<file path="config.mk">
export PLATFORM = sky130hd
export DESIGN_NAME = hsv_to_rgb_converter_flat
export DESIGN_NICKNAME = d
export VERILOG_FILES = /design/src/design/hsv_pkg.sv /design/src/design/hsv_req_if.sv /design/src/design/hsv_rsp_if.sv /design/src/design/hsv_to_rgb_converter.sv /design/src/design/hsv_front.sv /design/src/design/hsv_scale.sv /design/src/design/hsv_mix.sv /design/src/flat_wrapper.sv
export SDC_FILE = /design/constraint.sdc
export NUM_CORES = 1
export LEC_CHECK = 0
export BUFFER_PORTS_ARGS = -buffer_cell sky130_fd_sc_hd__clkbuf_2
export CAP_MARGIN = 5
export CORE_ASPECT_RATIO = 0.5
export CORE_MARGIN = 2
export CORE_UTILIZATION = 30
export CTS_CLUSTER_DIAMETER = 30
export CTS_CLUSTER_SIZE = 14
export DETAILED_ROUTE_END_ITERATION = 10
export GPL_TIMING_DRIVEN = 0
export SLEW_MARGIN = 5
export SYNTH_ARGS = -nofsm -noshare
export SYNTH_HDL_FRONTEND = slang
export SYNTH_SLANG_ARGS = --single-unit
</file>
<file path="constraint.sdc">
create_clock -name clock -period 8.78 [get_ports clock]
set_clock_uncertainty 0.1 [all_clocks]
set_input_delay 1.756 -clock clock [delete_from_list [all_inputs] [get_ports clock]]
set_output_delay 1.756 -clock clock [all_outputs]
set_load 0.005 [all_outputs]
</file>
<file path="src/design/hsv_pkg.sv">
package hsv_pkg;

   // Field widths
   localparam int HUE_W = 10;
   localparam int PCT_W = 7;
   localparam int CHAN_W = 20;
   localparam int PROD_W = 14;
   localparam int HUE_WRAP_W = 9;
   localparam int FRAC_W = 6;

   // Scale constants
   localparam int DEG_FULL = 360;
   localparam int DEG_SECTOR = 60;
   localparam int PCT_FULL = 100;
   localparam int UNIT_PER_PCT = 6000;
   localparam int FULL_SCALE = 600000;

   // 60-degree hue sectors, named by the color at their start
   typedef enum logic [2:0] {
      SECTOR_RED     = 3'd0,
      SECTOR_YELLOW  = 3'd1,
      SECTOR_GREEN   = 3'd2,
      SECTOR_CYAN    = 3'd3,
      SECTOR_BLUE    = 3'd4,
      SECTOR_MAGENTA = 3'd5
   } sector_type;

   // After wrap and saturation product
   typedef struct packed {
      logic [HUE_WRAP_W-1:0] hue_wrap;
      logic [PROD_W-1:0]     vs;
      logic [PCT_W-1:0]      v;
   } wrap_type;

   // After sector split
   typedef struct packed {
      sector_type        sector;
      logic [FRAC_W-1:0] frac;
      logic [PROD_W-1:0] vs;
      logic [PCT_W-1:0]  v;
   } sect_type;

   // After scaling to output units
   typedef struct packed {
      sector_type        sector;
      logic [CHAN_W-1:0] chroma;
      logic [CHAN_W-1:0] second;
      logic [CHAN_W-1:0] value;
   } scale_type;

   // Saturate a percent field to 100
   function automatic logic [PCT_W-1:0] clamp_pct(input logic [PCT_W-1:0] raw);
      logic [PCT_W-1:0] lim;
      lim = PCT_W'(PCT_FULL);
      return (raw > lim) ? lim : raw;
   endfunction

endpackage

</file>
<file path="src/design/hsv_req_if.sv">
interface hsv_req_if;
   logic                             valid;
   logic                             ready;
   logic signed [hsv_pkg::HUE_W-1:0] hue;
   logic [hsv_pkg::PCT_W-1:0]        saturation;
   logic [hsv_pkg::PCT_W-1:0]        brightness;

   modport source(output valid, output hue, output saturation, output brightness,
                  input ready);
   modport sink(input valid, input hue, input saturation, input brightness,
                output ready);
endinterface

</file>
<file path="src/design/hsv_rsp_if.sv">
interface hsv_rsp_if;
   logic                       valid;
   logic                       ready;
   logic [hsv_pkg::CHAN_W-1:0] red;
   logic [hsv_pkg::CHAN_W-1:0] green;
   logic [hsv_pkg::CHAN_W-1:0] blue;

   modport source(output valid, output red, output green, output blue, input ready);
   modport sink(input valid, input red, input green, input blue, output ready);
endinterface

</file>
<file path="src/design/hsv_to_rgb_converter.sv">
// HSV to RGB converter, four register stages: hue wrap, sector, scale, mix.
// A request word passes the wrap, sector, scale and mix registers in turn.
// One word per cycle; a stalled response holds the pipe in place
// through a per-stage valid/ready chain.
// Reset: synchronous, active high; clears all stage valid bits, pipe empty.
module hsv_to_rgb_converter (
   input  logic        clock,
   input  logic        reset,
   hsv_req_if.sink     req,
   hsv_rsp_if.source   rsp
);

   logic               front_valid;
   logic               front_ready;
   hsv_pkg::sect_type  front_word;
   logic               scale_valid;
   logic               scale_ready;
   hsv_pkg::scale_type scale_word;

   hsv_front u_front (
      .clock     (clock),
      .reset     (reset),
      .in_valid  (req.valid),
      .in_ready  (req.ready),
      .in_hue    (req.hue),
      .in_sat    (req.saturation),
      .in_bri    (req.brightness),
      .out_valid (front_valid),
      .out_ready (front_ready),
      .out_word  (front_word)
   );

   hsv_scale u_scale (
      .clock     (clock),
      .reset     (reset),
      .in_valid  (front_valid),
      .in_ready  (front_ready),
      .in_word   (front_word),
      .out_valid (scale_valid),
      .out_ready (scale_ready),
      .out_word  (scale_word)
   );

   hsv_mix u_mix (
      .clock     (clock),
      .reset     (reset),
      .in_valid  (scale_valid),
      .in_ready  (scale_ready),
      .in_word   (scale_word),
      .out_valid (rsp.valid),
      .out_ready (rsp.ready),
      .out_red   (rsp.red),
      .out_green (rsp.green),
      .out_blue  (rsp.blue)
   );

`ifndef SYNTHESIS
   // Channels never exceed full scale
   assert property (@(posedge clock) disable iff (reset)
      rsp.valid |-> (rsp.red <= 20'(hsv_pkg::FULL_SCALE))
                 && (rsp.green <= 20'(hsv_pkg::FULL_SCALE))
                 && (rsp.blue <= 20'(hsv_pkg::FULL_SCALE)))
      else $error("response channel above full scale");

   // With no back-pressure, an accepted request word shows up as a valid response word
   assert property (@(posedge clock) disable iff (reset)
      ($past(req.valid && req.ready, 4) && !$past(reset, 4) && !$past(reset, 3)
       && !$past(reset, 2) && !$past(reset, 1)
       && $past(rsp.ready, 1) && $past(rsp.ready, 2) && $past(rsp.ready, 3))
      |-> rsp.valid)
      else $error("request word lost in pipeline");

   // A full, stalled pipe takes no new request word
   assert property (@(posedge clock) disable iff (reset)
      (rsp.valid && !rsp.ready && scale_valid && front_valid
       && u_front.wrap_valid_ff) |-> !req.ready)
      else $error("request accepted while pipeline full and stalled");
`endif

endmodule

</file>
<file path="src/design/hsv_front.sv">
module hsv_front (
   input  logic                             clock,
   input  logic                             reset,
   input  logic                             in_valid,
   output logic                             in_ready,
   input  logic signed [hsv_pkg::HUE_W-1:0] in_hue,
   input  logic [hsv_pkg::PCT_W-1:0]        in_sat,
   input  logic [hsv_pkg::PCT_W-1:0]        in_bri,
   output logic                             out_valid,
   input  logic                             out_ready,
   output hsv_pkg::sect_type                out_word
);

   localparam logic [10:0] HUE_OFFSET = 11'(2 * hsv_pkg::DEG_FULL);
   localparam logic [10:0] HUE_FULL = 11'(hsv_pkg::DEG_FULL);

   logic                        wrap_valid_ff;
   hsv_pkg::wrap_type           wrap_ff;
   hsv_pkg::wrap_type           wrap_in;
   logic                        wrap_ready;
   logic                        sect_valid_ff;
   hsv_pkg::sect_type           sect_ff;
   hsv_pkg::sect_type           sect_in;
   logic                        sect_ready;
   logic signed [11:0]          hue_pos;
   logic [10:0]                 hue_step;
   logic [hsv_pkg::PCT_W-1:0]   sat_c;
   logic [hsv_pkg::PCT_W-1:0]   bri_c;
   logic [hsv_pkg::HUE_WRAP_W-1:0] base;
   logic [hsv_pkg::HUE_WRAP_W-1:0] rem;

   assign sect_ready = !sect_valid_ff || out_ready;
   assign wrap_ready = !wrap_valid_ff || sect_ready;
   assign in_ready = wrap_ready;

   // Wrap hue into 0..359 and form v*s
   always_comb begin
      hue_pos = {{2{in_hue[hsv_pkg::HUE_W-1]}}, in_hue} + 12'sd720;
      hue_step = hue_pos[10:0];
      if (hue_step >= HUE_OFFSET) begin
         hue_step = hue_step - HUE_OFFSET;
      end
      if (hue_step >= HUE_FULL) begin
         hue_step = hue_step - HUE_FULL;
      end
      sat_c = hsv_pkg::clamp_pct(in_sat);
      bri_c = hsv_pkg::clamp_pct(in_bri);
      wrap_in.hue_wrap = hue_step[hsv_pkg::HUE_WRAP_W-1:0];
      wrap_in.vs = {{(hsv_pkg::PROD_W-hsv_pkg::PCT_W){1'b0}}, bri_c}
                 * {{(hsv_pkg::PROD_W-hsv_pkg::PCT_W){1'b0}}, sat_c};
      wrap_in.v = bri_c;
   end

   // Pick the sector and the rising/falling ramp within it
   always_comb begin
      if (wrap_ff.hue_wrap >= 9'(5 * hsv_pkg::DEG_SECTOR)) begin
         sect_in.sector = hsv_pkg::SECTOR_MAGENTA;
      end else if (wrap_ff.hue_wrap >= 9'(4 * hsv_pkg::DEG_SECTOR)) begin
         sect_in.sector = hsv_pkg::SECTOR_BLUE;
      end else if (wrap_ff.hue_wrap >= 9'(3 * hsv_pkg::DEG_SECTOR)) begin
         sect_in.sector = hsv_pkg::SECTOR_CYAN;
      end else if (wrap_ff.hue_wrap >= 9'(2 * hsv_pkg::DEG_SECTOR)) begin
         sect_in.sector = hsv_pkg::SECTOR_GREEN;
      end else if (wrap_ff.hue_wrap >= 9'(hsv_pkg::DEG_SECTOR)) begin
         sect_in.sector = hsv_pkg::SECTOR_YELLOW;
      end else begin
         sect_in.sector = hsv_pkg::SECTOR_RED;
      end
      case (sect_in.sector)
         hsv_pkg::SECTOR_RED:     base = 9'd0;
         hsv_pkg::SECTOR_YELLOW:  base = 9'(hsv_pkg::DEG_SECTOR);
         hsv_pkg::SECTOR_GREEN:   base = 9'(2 * hsv_pkg::DEG_SECTOR);
         hsv_pkg::SECTOR_CYAN:    base = 9'(3 * hsv_pkg::DEG_SECTOR);
         hsv_pkg::SECTOR_BLUE:    base = 9'(4 * hsv_pkg::DEG_SECTOR);
         default:                 base = 9'(5 * hsv_pkg::DEG_SECTOR);
      endcase
      rem = wrap_ff.hue_wrap - base;
      // odd sectors fall, even sectors rise
      if (sect_in.sector[0]) begin
         sect_in.frac = 6'(hsv_pkg::DEG_SECTOR) - rem[hsv_pkg::FRAC_W-1:0];
      end else begin
         sect_in.frac = rem[hsv_pkg::FRAC_W-1:0];
      end
      sect_in.vs = wrap_ff.vs;
      sect_in.v = wrap_ff.v;
   end

   // Advance both stages
   always_ff @(posedge clock) begin
      if (reset) begin
         wrap_valid_ff <= 1'b0;
         sect_valid_ff <= 1'b0;
      end else begin
         if (wrap_ready) begin
            wrap_valid_ff <= in_valid;
         end
         if (sect_ready) begin
            sect_valid_ff <= wrap_valid_ff;
         end
      end
   end

   always_ff @(posedge clock) begin
      if (wrap_ready && in_valid) begin
         wrap_ff <= wrap_in;
      end
      if (sect_ready && wrap_valid_ff) begin
         sect_ff <= sect_in;
      end
   end

   assign out_valid = sect_valid_ff;
   assign out_word = sect_ff;

endmodule

</file>
<file path="src/design/hsv_scale.sv">
module hsv_scale (
   input  logic               clock,
   input  logic               reset,
   input  logic               in_valid,
   output logic               in_ready,
   input  hsv_pkg::sect_type  in_word,
   output logic               out_valid,
   input  logic               out_ready,
   output hsv_pkg::scale_type out_word
);

   localparam int PadVs = hsv_pkg::CHAN_W - hsv_pkg::PROD_W;
   localparam int PadV = hsv_pkg::CHAN_W - hsv_pkg::PCT_W;

   logic               valid_ff;
   hsv_pkg::scale_type word_ff;
   hsv_pkg::scale_type word_in;

   assign in_ready = !valid_ff || out_ready;

   // Scale chroma, second component and value to output units
   always_comb begin
      word_in.sector = in_word.sector;
      word_in.chroma = {{PadVs{1'b0}}, in_word.vs} * 20'(hsv_pkg::DEG_SECTOR);
      word_in.second = {{PadVs{1'b0}}, in_word.vs}
                     * {{(hsv_pkg::CHAN_W-hsv_pkg::FRAC_W){1'b0}}, in_word.frac};
      word_in.value = {{PadV{1'b0}}, in_word.v} * 20'(hsv_pkg::UNIT_PER_PCT);
   end

   always_ff @(posedge clock) begin
      if (reset) begin
         valid_ff <= 1'b0;
      end else if (in_ready) begin
         valid_ff <= in_valid;
      end
   end

   always_ff @(posedge clock) begin
      if (in_ready && in_valid) begin
         word_ff <= word_in;
      end
   end

   assign out_valid = valid_ff;
   assign out_word = word_ff;

endmodule

</file>
<file path="src/design/hsv_mix.sv">
module hsv_mix (
   input  logic                       clock,
   input  logic                       reset,
   input  logic                       in_valid,
   output logic                       in_ready,
   input  hsv_pkg::scale_type         in_word,
   output logic                       out_valid,
   input  logic                       out_ready,
   output logic [hsv_pkg::CHAN_W-1:0] out_red,
   output logic [hsv_pkg::CHAN_W-1:0] out_green,
   output logic [hsv_pkg::CHAN_W-1:0] out_blue
);

   logic                       valid_ff;
   logic [hsv_pkg::CHAN_W-1:0] red_ff;
   logic [hsv_pkg::CHAN_W-1:0] green_ff;
   logic [hsv_pkg::CHAN_W-1:0] blue_ff;
   logic [hsv_pkg::CHAN_W-1:0] red_in;
   logic [hsv_pkg::CHAN_W-1:0] green_in;
   logic [hsv_pkg::CHAN_W-1:0] blue_in;
   logic [hsv_pkg::CHAN_W-1:0] offset;
   logic [hsv_pkg::CHAN_W-1:0] r_sel;
   logic [hsv_pkg::CHAN_W-1:0] g_sel;
   logic [hsv_pkg::CHAN_W-1:0] b_sel;

   assign in_ready = !valid_ff || out_ready;

   // Place chroma and second component by sector, then add v - C
   always_comb begin
      offset = in_word.value - in_word.chroma;
      case (in_word.sector)
         hsv_pkg::SECTOR_RED: begin
            r_sel = in_word.chroma; g_sel = in_word.second; b_sel = '0;
         end
         hsv_pkg::SECTOR_YELLOW: begin
            r_sel = in_word.second; g_sel = in_word.chroma; b_sel = '0;
         end
         hsv_pkg::SECTOR_GREEN: begin
            r_sel = '0; g_sel = in_word.chroma; b_sel = in_word.second;
         end
         hsv_pkg::SECTOR_CYAN: begin
            r_sel = '0; g_sel = in_word.second; b_sel = in_word.chroma;
         end
         hsv_pkg::SECTOR_BLUE: begin
            r_sel = in_word.second; g_sel = '0; b_sel = in_word.chroma;
         end
         default: begin
            r_sel = in_word.chroma; g_sel = '0; b_sel = in_word.second;
         end
      endcase
      red_in = r_sel + offset;
      green_in = g_sel + offset;
      blue_in = b_sel + offset;
   end

   always_ff @(posedge clock) begin
      if (reset) begin
         valid_ff <= 1'b0;
      end else if (in_ready) begin
         valid_ff <= in_valid;
      end
   end

   always_ff @(posedge clock) begin
      if (in_ready && in_valid) begin
         red_ff <= red_in;
         green_ff <= green_in;
         blue_ff <= blue_in;
      end
   end

   assign out_valid = valid_ff;
   assign out_red = red_ff;
   assign out_green = green_ff;
   assign out_blue = blue_ff;

endmodule
</file>
<file path="src/flat_wrapper.sv">
// flat-port wrapper written by rule: the top's interface ports become plain ports
module hsv_to_rgb_converter_flat 
  (clock, reset, req_valid, req_hue, req_saturation, req_brightness, req_ready, rsp_valid, rsp_red, rsp_green, rsp_blue, rsp_ready);
  hsv_req_if req_i ();
  hsv_rsp_if rsp_i ();
  input  logic clock;
  input  logic reset;
  input wire logic [$bits(req_i.valid)-1:0] req_valid;
  input wire logic [$bits(req_i.hue)-1:0] req_hue;
  input wire logic [$bits(req_i.saturation)-1:0] req_saturation;
  input wire logic [$bits(req_i.brightness)-1:0] req_brightness;
  output wire logic [$bits(req_i.ready)-1:0] req_ready;
  output wire logic [$bits(rsp_i.valid)-1:0] rsp_valid;
  output wire logic [$bits(rsp_i.red)-1:0] rsp_red;
  output wire logic [$bits(rsp_i.green)-1:0] rsp_green;
  output wire logic [$bits(rsp_i.blue)-1:0] rsp_blue;
  input wire logic [$bits(rsp_i.ready)-1:0] rsp_ready;
  assign req_i.valid = req_valid;
  assign req_i.hue = req_hue;
  assign req_i.saturation = req_saturation;
  assign req_i.brightness = req_brightness;
  assign req_ready = req_i.ready;
  assign rsp_valid = rsp_i.valid;
  assign rsp_red = rsp_i.red;
  assign rsp_green = rsp_i.green;
  assign rsp_blue = rsp_i.blue;
  assign rsp_i.ready = rsp_ready;
  hsv_to_rgb_converter u_core (.clock(clock), .reset(reset), .req(req_i), .rsp(rsp_i));
endmodule
</file>
==> results.sh, run 1 <==
export IMPL_outcome="finished clean"
export IMPL_area_growth_pct=12.46
export IMPL_cts_root_buf="clkbuf_16"
export IMPL_grt_max_degree=35
export IMPL_io_pins=90
export IMPL_fin_crit_sh_pct=75.25
export IMPL_clk_path_buf_depth=2
export IMPL_tightest_slew_ps=1140
export IMPL_overflow=0
export IMPL_final_common_cell="inv_1"
export IMPL_endpoint_kind="flip-flop"
export IMPL_p_leak_nw=8.239
export IMPL_postCtsSetupRepairBufs=0
export IMPL_drc=0
export IMPL_ys_warn_count=0
export IMPL_io_buffers=87
export IMPL_cts_tree="built"
export IMPL_drv_cap=0
export IMPL_die_w_um=338.0
export IMPL_start_util_pct=30.25
export IMPL_synth_nets=1956
export IMPL_h_tree_depth=4
export IMPL_cts_clk_slew_worst_paths_ps=70
export IMPL_cp_slowest_stage_delay_ps=540
export IMPL_ys_types=87
export IMPL_period_minus_slack_ps=6607
export IMPL_relSlewSlack_pct=21.85
export IMPL_cts_resized=0
export IMPL_path_max_fanout=9
export IMPL_netlist_instances=1617
export IMPL_hold_slack_ps=317.1
export IMPL_worstHoldPathType="flip-flop to flip-flop"
export IMPL_vias=11878
export IMPL_drt_iter0_markers=629
export IMPL_worstSkewPairLatency_ps=450
export IMPL_grt_pass1_wl_mm=59.86
export IMPL_fin_ws_ps=2173
export IMPL_startpoint_type="primary input"
export IMPL_synthArstFlopShare_pct=0
export IMPL_die_area_mm2=0.05781
export IMPL_cp_required_ps=8870
export IMPL_drive_above_1_share_pct=10.00
export IMPL_antenna_found_initial=3
export IMPL_crit_type="primary input to flip-flop"
export IMPL_setup_viol=0
export IMPL_placedInstanceArea_mm2=0.01824
export IMPL_avgSynthCellArea_um2=10.35
export IMPL_worstPathCellList="clkbuf_1 > nand2_1 > a21oi_1 > nand2b_1 > inv_1 > nand2_1 > fa_1 > fa_1 > fa_1 > inv_1 > fa_1 > ha_1 > inv_1 > o21bai_1 > a21oi_1 > o21bai_1 > a21oi_1 > nor4bb_1 > or3_1"
export IMPL_drv_slew=0
export IMPL_cts_made_buffers=17
export IMPL_synth_flop_cell="edfxtp_1"
export IMPL_p_per_area_mw_per_mm2=290.4
export IMPL_ys_ff_latch=181
export IMPL_dp_slack_ps=1685
export IMPL_wire_per_inst_um=14.63
export IMPL_cts_sinks=181
export IMPL_whs_path_depth=0
export IMPL_hold_buffers=0
export IMPL_ir_worst_vdd_mv=0.1669
export IMPL_rows=61
export IMPL_hold_viol_final=0
export IMPL_core_area_mm2=0.05533
export IMPL_fin_tns_setup_ps=0
export IMPL_via_per_inst=4.759
export IMPL_hpwl_mm=30.17
export IMPL_reg2reg_depth=15
export IMPL_mostFrequentLayoutCells="inv_1 (197), ha_1 (189), edfxtp_1 (177)"
export IMPL_design_final_nets=2066
export IMPL_synth_enable_flop_cells=177
export IMPL_dr_pass1_iters=5
export IMPL_postRouteAntennaNets=0
export IMPL_fmax_mhz=151.3
export IMPL_routabilityCongestion=0.8481
export IMPL_grt_pass1_vias=11853
export IMPL_wirelength_mm=36.52
export IMPL_die_h_um=171.0
export IMPL_nFillCells=5585
export IMPL_yosysSeqAreaShare_pct=32.24
export IMPL_synth_area_mm2=0.01674
export IMPL_crit_top_cell="fa_1"
export IMPL_arrival_ps=6700
export IMPL_diodes=0
export IMPL_grt_use_total_pct=13.02
export IMPL_fin_area_mm2=0.01882
export IMPL_rsz0062_at_grt="no"
export IMPL_slowest_stage="fa_1"
-- cells in the mapped netlist, drive strengths merged, types with 19 or more instances --
| cell type | number | area [um^2] |
|---|---|---|
| and2 | 39 | 244.0 |
| nor3 | 36 | 180.2 |
| inv | 197 | 739.5 |
| a21o | 23 | 173.9 |
| nand3 | 39 | 195.2 |
| edfxtp | 177 | 5315 |
| a21oi | 91 | 470.5 |
| nand2 | 128 | 480.5 |
| and3 | 22 | 138.9 |
| a22o | 52 | 455.4 |
| nor2b | 19 | 118.9 |
| fa | 122 | 2442 |
| xor2 | 27 | 236.5 |
| ha | 189 | 2365 |
| nor2 | 91 | 341.6 |
| clkbuf | 23 | 86.33 |
| o21ai | 43 | 230.2 |
| xnor2 | 91 | 823.3 |
-- critical path: cells and delay by family --
| kind | cells | cell delay, ps |
|---|---|---|
| fa+ha+maj | 5 | 2330 |
| simple gates | 5 | 1070 |
| compound gates | 5 | 890 |
| buf+inv | 4 | 630 |
-- routing by layer --
| metal | vias up | routed length [um] | share of wire, % | GRT usage, % |
|---|---|---|---|---|
| li1 | 5928 | - | - | - |
| met1 | 5734 | 17520 | 48 | 17.15 |
| met2 | 172 | 16980 | 47 | 21.92 |
| met3 | 40 | 1286 | 3.5 | 2.029 |
| met4 | 4 | 705 | 1.9 | 4.213 |
| met5 | - | 26 | 0.071 | 0 |
-- area by class of cell --
class | instances | area (um^2) | share of cell area (%)
Clock buffer | 17 | 425.4 | 2.260
Clock inverter | 15 | 153.9 | 0.8177
Timing Repair Buffer | 91 | 523.0 | 2.779
Buffer | 32 | 137.6 | 0.7312
Sequential cell | 181 | 5395 | 28.66
Inverter | 197 | 739.5 | 3.929
Multi-Input combinational cell | 1207 | 10500 | 55.79
Tap cell | 756 | 945.9 | 5.026
-- report_power, final --
| part | total [W] | internal [W] | switching [W] |
|---|---|---|---|
| clock | 0.000750 | 0.000381 | 0.000369 |
| sequential | 0.00140 | 0.00129 | 0.000107 |
| combinational | 0.00332 | 0.00146 | 0.00186 |
| total | 0.00547 | 0.00313 | 0.00234 |
-- logic make-up after synthesis --
group           after synthesis  share of synthesized area, %
simple gates                437                         12.79
compound gates              331                         14.07
fa+ha+maj                   312                         28.78
buf+inv                     229                         5.241
flops                       181                         32.24
xor+xnor                    118                         6.332
mux                           9                        0.5458
-- flip-flops by register name, indices dropped and copies added, names as in the netlist --
register                      flops
u_core.u_front.out_valid          1
u_core.u_mix.out_valid            1
u_core.u_mix.out_red             20
u_core.u_scale.out_word          57
u_core.u_front.wrap_valid_ff      1
u_core.u_front.sect_in           21
u_core.u_scale.out_valid          1
u_core.u_front.wrap_ff            9
u_core.u_front.out_word          30
u_core.u_mix.out_green           20
u_core.u_mix.out_blue            20
-- path summary, 6_finish.rpt --
kind                                               from                                    end  slack (ps)
setup / recovery                      req_brightness[5]   u_core.u_front.sect_in[19]$_DFFE_PP_        2170
setup reg to reg  u_core.u_front.out_word[23]$_DFFE_PP_  u_core.u_scale.out_word[39]$_DFFE_PP_        3580
hold / removal     u_core.u_front.sect_in[10]$_DFFE_PP_  u_core.u_front.out_word[10]$_DFFE_PP_         320
hold reg to reg    u_core.u_front.sect_in[10]$_DFFE_PP_  u_core.u_front.out_word[10]$_DFFE_PP_         320
-- per-stage QoR --
step           cells  total power [W]  utilization [%]
2_1_floorplan   1617         0.003946                -
3_3_place_gp    2460         0.004694            32.74
3_5_place_dp    2464         0.004730            32.97
4_1_cts         2496         0.005504            34.01
5_1_grt         2496         0.005971            34.01
6_report        2496         0.005466            34.01
(Power assumes the default switching activity.)
==> run 2, diff against run 1 <==
--- a/config.mk
+++ b/config.mk
@@ -5,6 +5,7 @@
 export SDC_FILE = /design/constraint.sdc
 export NUM_CORES = 1
 export LEC_CHECK = 0
+export ABC_AREA = 1
 export BUFFER_PORTS_ARGS = -buffer_cell sky130_fd_sc_hd__clkbuf_2
 export CAP_MARGIN = 5
 export CORE_ASPECT_RATIO = 0.5
==> constraint.sdc (replaced) <==
create_clock -name clock -period 5.7 [get_ports clock]
set_clock_uncertainty 0.1 [all_clocks]
set_input_delay 1.14 -clock clock [delete_from_list [all_inputs] [get_ports clock]]
set_output_delay 1.14 -clock clock [all_outputs]
set_load 0.005 [all_outputs]
==> run 2 against run 1 <==
  * Utilization rose by 0.42 points
  * Die area decreased by 1.2%
  * Synthesized cell count increased by 10%
  * Worst setup slack got worse by 1800 ps
  * First-iteration DRC count grew 28%
  * Final cell count increased by 6.3%
  * Clock power is 55% higher
  * Synthesized area shrank 1.2%
  * Largest power group unchanged
  * Highest routed layer is now met4
==> results.sh, run 2 <==
export IMPL_fmax_mhz=186.8
export IMPL_fin_crit_sh_pct=93.91
export IMPL_cts_tree="built"
export IMPL_endpoint_kind="flip-flop"
export IMPL_cp_required_ps=5800
export IMPL_synth_xor_area_share_pct=6.672
export IMPL_core_area_mm2=0.05413
export IMPL_synth_most_common_cell="nand2_1"
export IMPL_dr_pass1_iters=6
export IMPL_wl_met2_mm=18.96
export IMPL_rows=60
export IMPL_hold_buffers=0
export IMPL_arrival_ps=5450
export IMPL_antenna_found_initial=1
export IMPL_ir_worst_vdd_mv=0.2808
export IMPL_drt_iter0_markers=806
export IMPL_vias=12346
export IMPL_synth_area_mm2=0.01654
export IMPL_start_util_pct=30.56
export IMPL_synth_compound_area_share_pct=10.35
export IMPL_die_area_mm2=0.05714
export IMPL_hold_slack_ps=318.0
export IMPL_grt_pass1_vias=12154
export IMPL_ys_types=45
export IMPL_avgSynthCellArea_um2=9.271
export IMPL_crit_type="primary input to flip-flop"
export IMPL_startpoint_type="primary input"
export IMPL_synth_top_area_share_pct=32.14
export IMPL_setup_viol=0
export IMPL_r2r_start="u_core.u_front.out_word[21]$_DFFE_PP_"
export IMPL_yosys_area_share_simple_pct=13.78
export IMPL_final_common_cell="nand2_1"
export IMPL_cts_clk_slew_worst_paths_ps=70
export IMPL_synth_enable_flop_cells=177
export IMPL_met1_length_mm=17.80
export IMPL_cts_made_buffers=17
export IMPL_die_w_um=336.1
export IMPL_ys_ff_latch=181
export IMPL_via_per_inst=4.652
export IMPL_cts_root_buf="clkbuf_16"
export IMPL_yosys_top_cells_count="nand2_1 (327), inv_1 (307), ha_1 (189)"
export IMPL_fin_area_mm2=0.01864
export IMPL_period_minus_slack_ps=5353
export IMPL_area_growth_pct=12.68
export IMPL_reg2reg_depth=16
export IMPL_drc=0
export IMPL_io_pins=90
export IMPL_synth_area_top_cells="edfxtp_1 (32%), fa_1 (15%), ha_1 (14%), nand2_1 (7.4%), inv_1 (7.0%)"
export IMPL_yosysSeqAreaShare_pct=32.62
export IMPL_wl_met3_mm=1.762
export IMPL_p_per_area_mw_per_mm2=537.6
export IMPL_mostFrequentLayoutCells="nand2_1 (327), inv_1 (302), ha_1 (189)"
export IMPL_synth_top_area_cell="edfxtp_1"
export IMPL_ys_warn_count=0
export IMPL_grt_pass1_wl_mm=62.93
export IMPL_fin_util_pct=34.43
export IMPL_outcome="finished clean"
export IMPL_drive_above_1_share_pct=9.115
export IMPL_relSlewSlack_pct=27.57
export IMPL_netlist_instances=1784
export IMPL_h_tree_depth=4
export IMPL_overflow=0
export IMPL_die_h_um=170.0
export IMPL_io_buffers=86
export IMPL_routabilityCongestion=0.9484
export IMPL_min_from="u_core.u_front.sect_in[12]$_DFFE_PP_"
export IMPL_holdPathEnd="u_core.u_front.out_word[12]$_DFFE_PP_"
export IMPL_grt_use_total_pct=13.96
export IMPL_drv_cap=0
export IMPL_worstSkewPairLatency_ps=440
export IMPL_p_leak_nw=8.753
export IMPL_hold_viol_final=0
export IMPL_worstHoldPathType="flip-flop to flip-flop"
export IMPL_wire_per_inst_um=14.83
export IMPL_cts_sinks=181
export IMPL_drv_slew=0
export IMPL_worstReg2RegEnd="u_core.u_scale.out_word[34]$_DFFE_PP_"
export IMPL_synth_flop_cell="edfxtp_1"
export IMPL_largest_reg_flops=57
export IMPL_synth_nets=2123
export IMPL_whs_path_depth=0
export IMPL_path_max_fanout=5
export IMPL_top_layer_used="met4"
export IMPL_synth_mux_area_share_pct=0
export IMPL_reg2reg_slack_ps=830
export IMPL_design_final_nets=2235
export IMPL_clk_path_buf_depth=2
export IMPL_rsz0062_at_grt="no"
export IMPL_hpwl_mm=32.59
export IMPL_tightest_slew_ps=1085
export IMPL_postRouteAntennaNets=0
export IMPL_synth_top_family_by_area="adder cells"
export IMPL_wirelength_mm=39.36
export IMPL_placedInstanceArea_mm2=0.01796
export IMPL_grt_max_degree=44
export IMPL_nFillCells=5590
export IMPL_synthArstFlopShare_pct=0
export IMPL_synth_adder_area_share_pct=29.06
## run 2: worst max-delay path by stage
stage,endpoint,depth (start not counted),start
2_1_floorplan,u_core.u_front.sect_in[19]$_DFFE_PP_,24,req_saturation[6]
3_3_place_gp,u_core.u_front.sect_in[19]$_DFFE_PP_,26,req_brightness[0]
3_5_place_dp,u_core.u_front.sect_in[19]$_DFFE_PP_,26,req_brightness[0]
4_1_cts,u_core.u_front.sect_in[19]$_DFFE_PP_,24,req_brightness[5]
5_1_grt,u_core.u_front.sect_in[19]$_DFFE_PP_,26,req_brightness[0]
6_report,u_core.u_front.sect_in[19]$_DFFE_PP_,26,req_brightness[0]
## run 2: metal layers
layer  vias up  track usage (%)
li1       6176                -
met1      5866            18.16
met2       252            23.84
met3        52            2.154
met4         0            4.484
met5         -                0
## run 2: report_power, final
part / switching (W) / total, W / internal, W
combinational: 0.00407 / 0.00656 / 0.00249
sequential: 0.000145 / 0.00229 / 0.00215
clock: 0.000558 / 0.00116 / 0.000605
total: 0.00478 / 0.0100 / 0.00524
## run 2: critical path, stage by stage
cell and delay (ps):
clkbuf_2 100, o21ai_0 150, nand3_1 80, nand3_1 120, inv_2 90, nor2_4 140
inv_2 80, nor2_1 150, fa_1 450, ha_1 290, inv_1 50, fa_1 520
fa_1 550, inv_1 40, ha_1 350, a21oi_1 150, nand2_1 90, nand2_1 70
nand2_1 70, a21oi_2 160, o21ai_0 140, a21o_1 190, a21oi_2 130, inv_1 50
nand2_1 50, nand2_1 50
## run 2: what timing repair did
item,CTS,global route
resized for setup,2,23
pin swaps,0,2
setup buffers,0,5
setup endpoints to repair,1,3
## run 2: metrics by stage
stage | std cells | setup TNS, ps | power [W] | setup WS [ps]
6_report | 2654 | 0 | 0.01002 | 347.0
5_1_grt | 2654 | 0 | 0.01105 | 12.43
4_1_cts | 2648 | 0 | 0.01006 | 60.36
3_5_place_dp | 2616 | -1479 | 0.008840 | -553.2
3_3_place_gp | 2614 | -1210 | 0.008759 | -480.4
2_1_floorplan | 1784 | 0 | 0.007205 | 145.2
## run 2: area by class of cell
cell class,count,area [um^2],share of cell area (%)
Antenna cell,1,2.502,0.01343
Buffer,20,78.83,0.4230
Clock buffer,19,452.9,2.430
Clock inverter,13,132.6,0.7116
Inverter,311,1167,6.264
Multi-Input combinational cell,1272,9968,53.49
Sequential cell,181,5395,28.95
Tap cell,744,930.9,4.995
Timing Repair Buffer,93,508.0,2.726
## run 2: kinds of logic (layout without fill, tap and decap cells)
family | Yosys count | count (layout)
simple gates | 534 | 534
buf+inv | 331 | 456
fa+ha+maj | 311 | 311
compound gates | 301 | 301
flops | 181 | 181
xor+xnor | 126 | 126
other cells | 0 | 1
==> run 3, diff against run 2 <==
--- a/config.mk
+++ b/config.mk
@@ -15,6 +15,7 @@
 export CTS_CLUSTER_SIZE = 14
 export DETAILED_ROUTE_END_ITERATION = 10
 export GPL_TIMING_DRIVEN = 0
+export RECOVER_POWER = 25
 export SLEW_MARGIN = 5
 export SYNTH_ARGS = -nofsm -noshare
 export SYNTH_HDL_FRONTEND = slang
==> run 3 against run 2 <==
  * The flow now finishes with violations (max-capacitance violations, max-slew violations)
  * Wire length about the same
  * Count of clock-buffer cells in the layout unchanged
  * Worst hold slack unchanged
  * Highest routed layer unchanged
  * Non-clock buffer count unchanged
==> results.sh, run 3 (same netlist as run 2, synthesis figures left out) <==
export IMPL_grt_pass1_wl_mm=62.93
export IMPL_switching_share_pct=47.70
export IMPL_finalNonFillerCells=2654
export IMPL_drt_iter0_markers=807
export IMPL_grt_max_degree=44
export IMPL_final_common_cell="nand2_1"
export IMPL_fmax_mhz=186.8
export IMPL_fin_ws_ps=347.1
export IMPL_design_final_nets=2235
export IMPL_io_buffers=86
export IMPL_cts_clk_slew_worst_paths_ps=70
export IMPL_drv_cap=2
export IMPL_wire_per_inst_um=14.85
export IMPL_arrival_ps=5450
export IMPL_fin_crit_sh_pct=93.91
export IMPL_h_tree_depth=4
export IMPL_placedInstanceArea_mm2=0.01796
export IMPL_overflow=0
export IMPL_io_pins=90
export IMPL_vias=12357
export IMPL_p_total_w=0.01003
export IMPL_power_frac_seq_pct=22.9
export IMPL_ir_worst_vdd_mv=0.2811
export IMPL_p_clk_share_pct=11.6
export IMPL_die_h_um=170.0
export IMPL_rows=60
export IMPL_startpoint_type="primary input"
export IMPL_die_area_mm2=0.05714
export IMPL_wirelength_mm=39.40
export IMPL_period_minus_slack_ps=5353
export IMPL_cts_made_buffers=17
export IMPL_cts_sinks=181
export IMPL_mostFrequentLayoutCells="nand2_1 (327), inv_1 (304), ha_1 (189)"
export IMPL_cp_required_ps=5800
export IMPL_grt_pass1_vias=12154
export IMPL_p_per_area_mw_per_mm2=538.7
export IMPL_path_max_fanout=5
export IMPL_drive_above_1_share_pct=8.853
export IMPL_hold_slack_ps=318.0
export IMPL_hold_viol_final=0
export IMPL_grt_use_total_pct=13.96
export IMPL_largest_reg_flops=57
export IMPL_crit_type="primary input to flip-flop"
export IMPL_worstSkewPairLatency_ps=440
export IMPL_power_net_switching_w=0.004783
export IMPL_reg2reg_slack_ps=830
export IMPL_hpwl_mm=32.59
export IMPL_die_w_um=336.1
export IMPL_combPwrFrac_pct=65.5
export IMPL_cts_tree="built"
export IMPL_area_growth_pct=12.53
export IMPL_drv_slew=74
export IMPL_antenna_found_initial=1
export IMPL_outcome="finished, violations left"
export IMPL_p_leak_nw=8.746
export IMPL_routabilityCongestion=0.9484
export IMPL_drc=0
export IMPL_internal_power_w=0.005244
export IMPL_dr_pass1_iters=5
export IMPL_dp_cells=2616
export IMPL_worstHoldPathType="flip-flop to flip-flop"
export IMPL_cts_root_buf="clkbuf_16"
export IMPL_hold_buffers=0
export IMPL_via_per_inst=4.656
export IMPL_fin_area_mm2=0.01861
export IMPL_tightest_slew_ps=2553
export IMPL_start_util_pct=30.56
export IMPL_clk_path_buf_depth=2
export IMPL_core_area_mm2=0.05413
export IMPL_relSlewSlack_pct=-70.83
export IMPL_rsz0062_at_grt="no"
export IMPL_setup_viol=0
export IMPL_postRouteAntennaNets=0
export IMPL_violations="max-capacitance violations, max-slew violations"
export IMPL_endpoint_kind="flip-flop"
export IMPL_dp_slack_ps=-553.2
[run 3: cell types whose count changed in the layout (fill, tap and decap cells not counted), sizes merged]
| cell | delta |
|---|---|
| buf | -1 |
| clkbuf | +1 |
[run 3: repair_timing]
| action | in CTS | in global routing |
|---|---|---|
| gates resized for setup | 2 | 23 |
| setup endpoints to repair | 1 | 3 |
| pin swaps | 0 | 2 |
| setup buffers | 0 | 5 |
[run 3: layer usage]
metal	track usage [%]	up-vias	wire (um)
met2	23.84	257	18830
met1	18.16	5864	17890
met4	4.484	0	962
met5	0	-	0
met3	2.154	61	1712
li1	-	6175	-
[run 3: power groups by stage]
| stage | logic (W) | clock network, W | registers, W |
|---|---|---|---|
| after global placement | 0.00643 | 0 | 0.00233 |
| after CTS | 0.00656 | 0.00120 | 0.00230 |
| final | 0.00657 | 0.00116 | 0.00230 |
| after global routing | 0.00749 | 0.00124 | 0.00232 |
| after floorplan | 0.00494 | 0 | 0.00227 |
| after detailed placement | 0.00651 | 0 | 0.00233 |
[run 3: area by class of cell]
type                       instances  area, um^2
antenna                            1       2.502
timing repair buffer              93       490.5
buffer                            20       78.83
clock inverter                    13       132.6
tap                              744       930.9
sequential                       181        5395
fill                            5594       35520
multi-input combinational       1272        9961
inverter                         311        1167
clock buffer                      19       452.9
[run 3: worst max-delay path, stage by stage]
cell,delay [ps]
clkbuf_2,100
o21ai_0,150
nand3_1,80
nand3_1,120
inv_2,90
nor2_4,140
inv_2,80
nor2_1,150
fa_1,450
ha_1,290
inv_1,50
fa_1,520
fa_1,550
inv_1,40
ha_1,350
a21oi_1,150
nand2_1,90
nand2_1,70
nand2_1,70
a21oi_2,160
o21ai_0,140
a21o_1,190
a21oi_2,130
inv_1,50
nand2_1,50
nand2_1,50
[run 3: through the flow]
stage	util, %	TNS, ps
finish	34.39	0
floorplan	-	0
detailed placement	33.17	-1479
CTS	34.26	0
global route	34.39	0
global placement	33.07	-1210
[run 3: worst paths after layout]
check,end,cells past startpoint,start
max,u_core.u_front.sect_in[19]$_DFFE_PP_,26,req_brightness[0]
min,u_core.u_front.out_word[12]$_DFFE_PP_,0,u_core.u_front.sect_in[12]$_DFFE_PP_
max reg2reg,u_core.u_scale.out_word[34]$_DFFE_PP_,16,u_core.u_front.out_word[21]$_DFFE_PP_
min reg2reg,u_core.u_front.out_word[12]$_DFFE_PP_,0,u_core.u_front.sect_in[12]$_DFFE_PP_
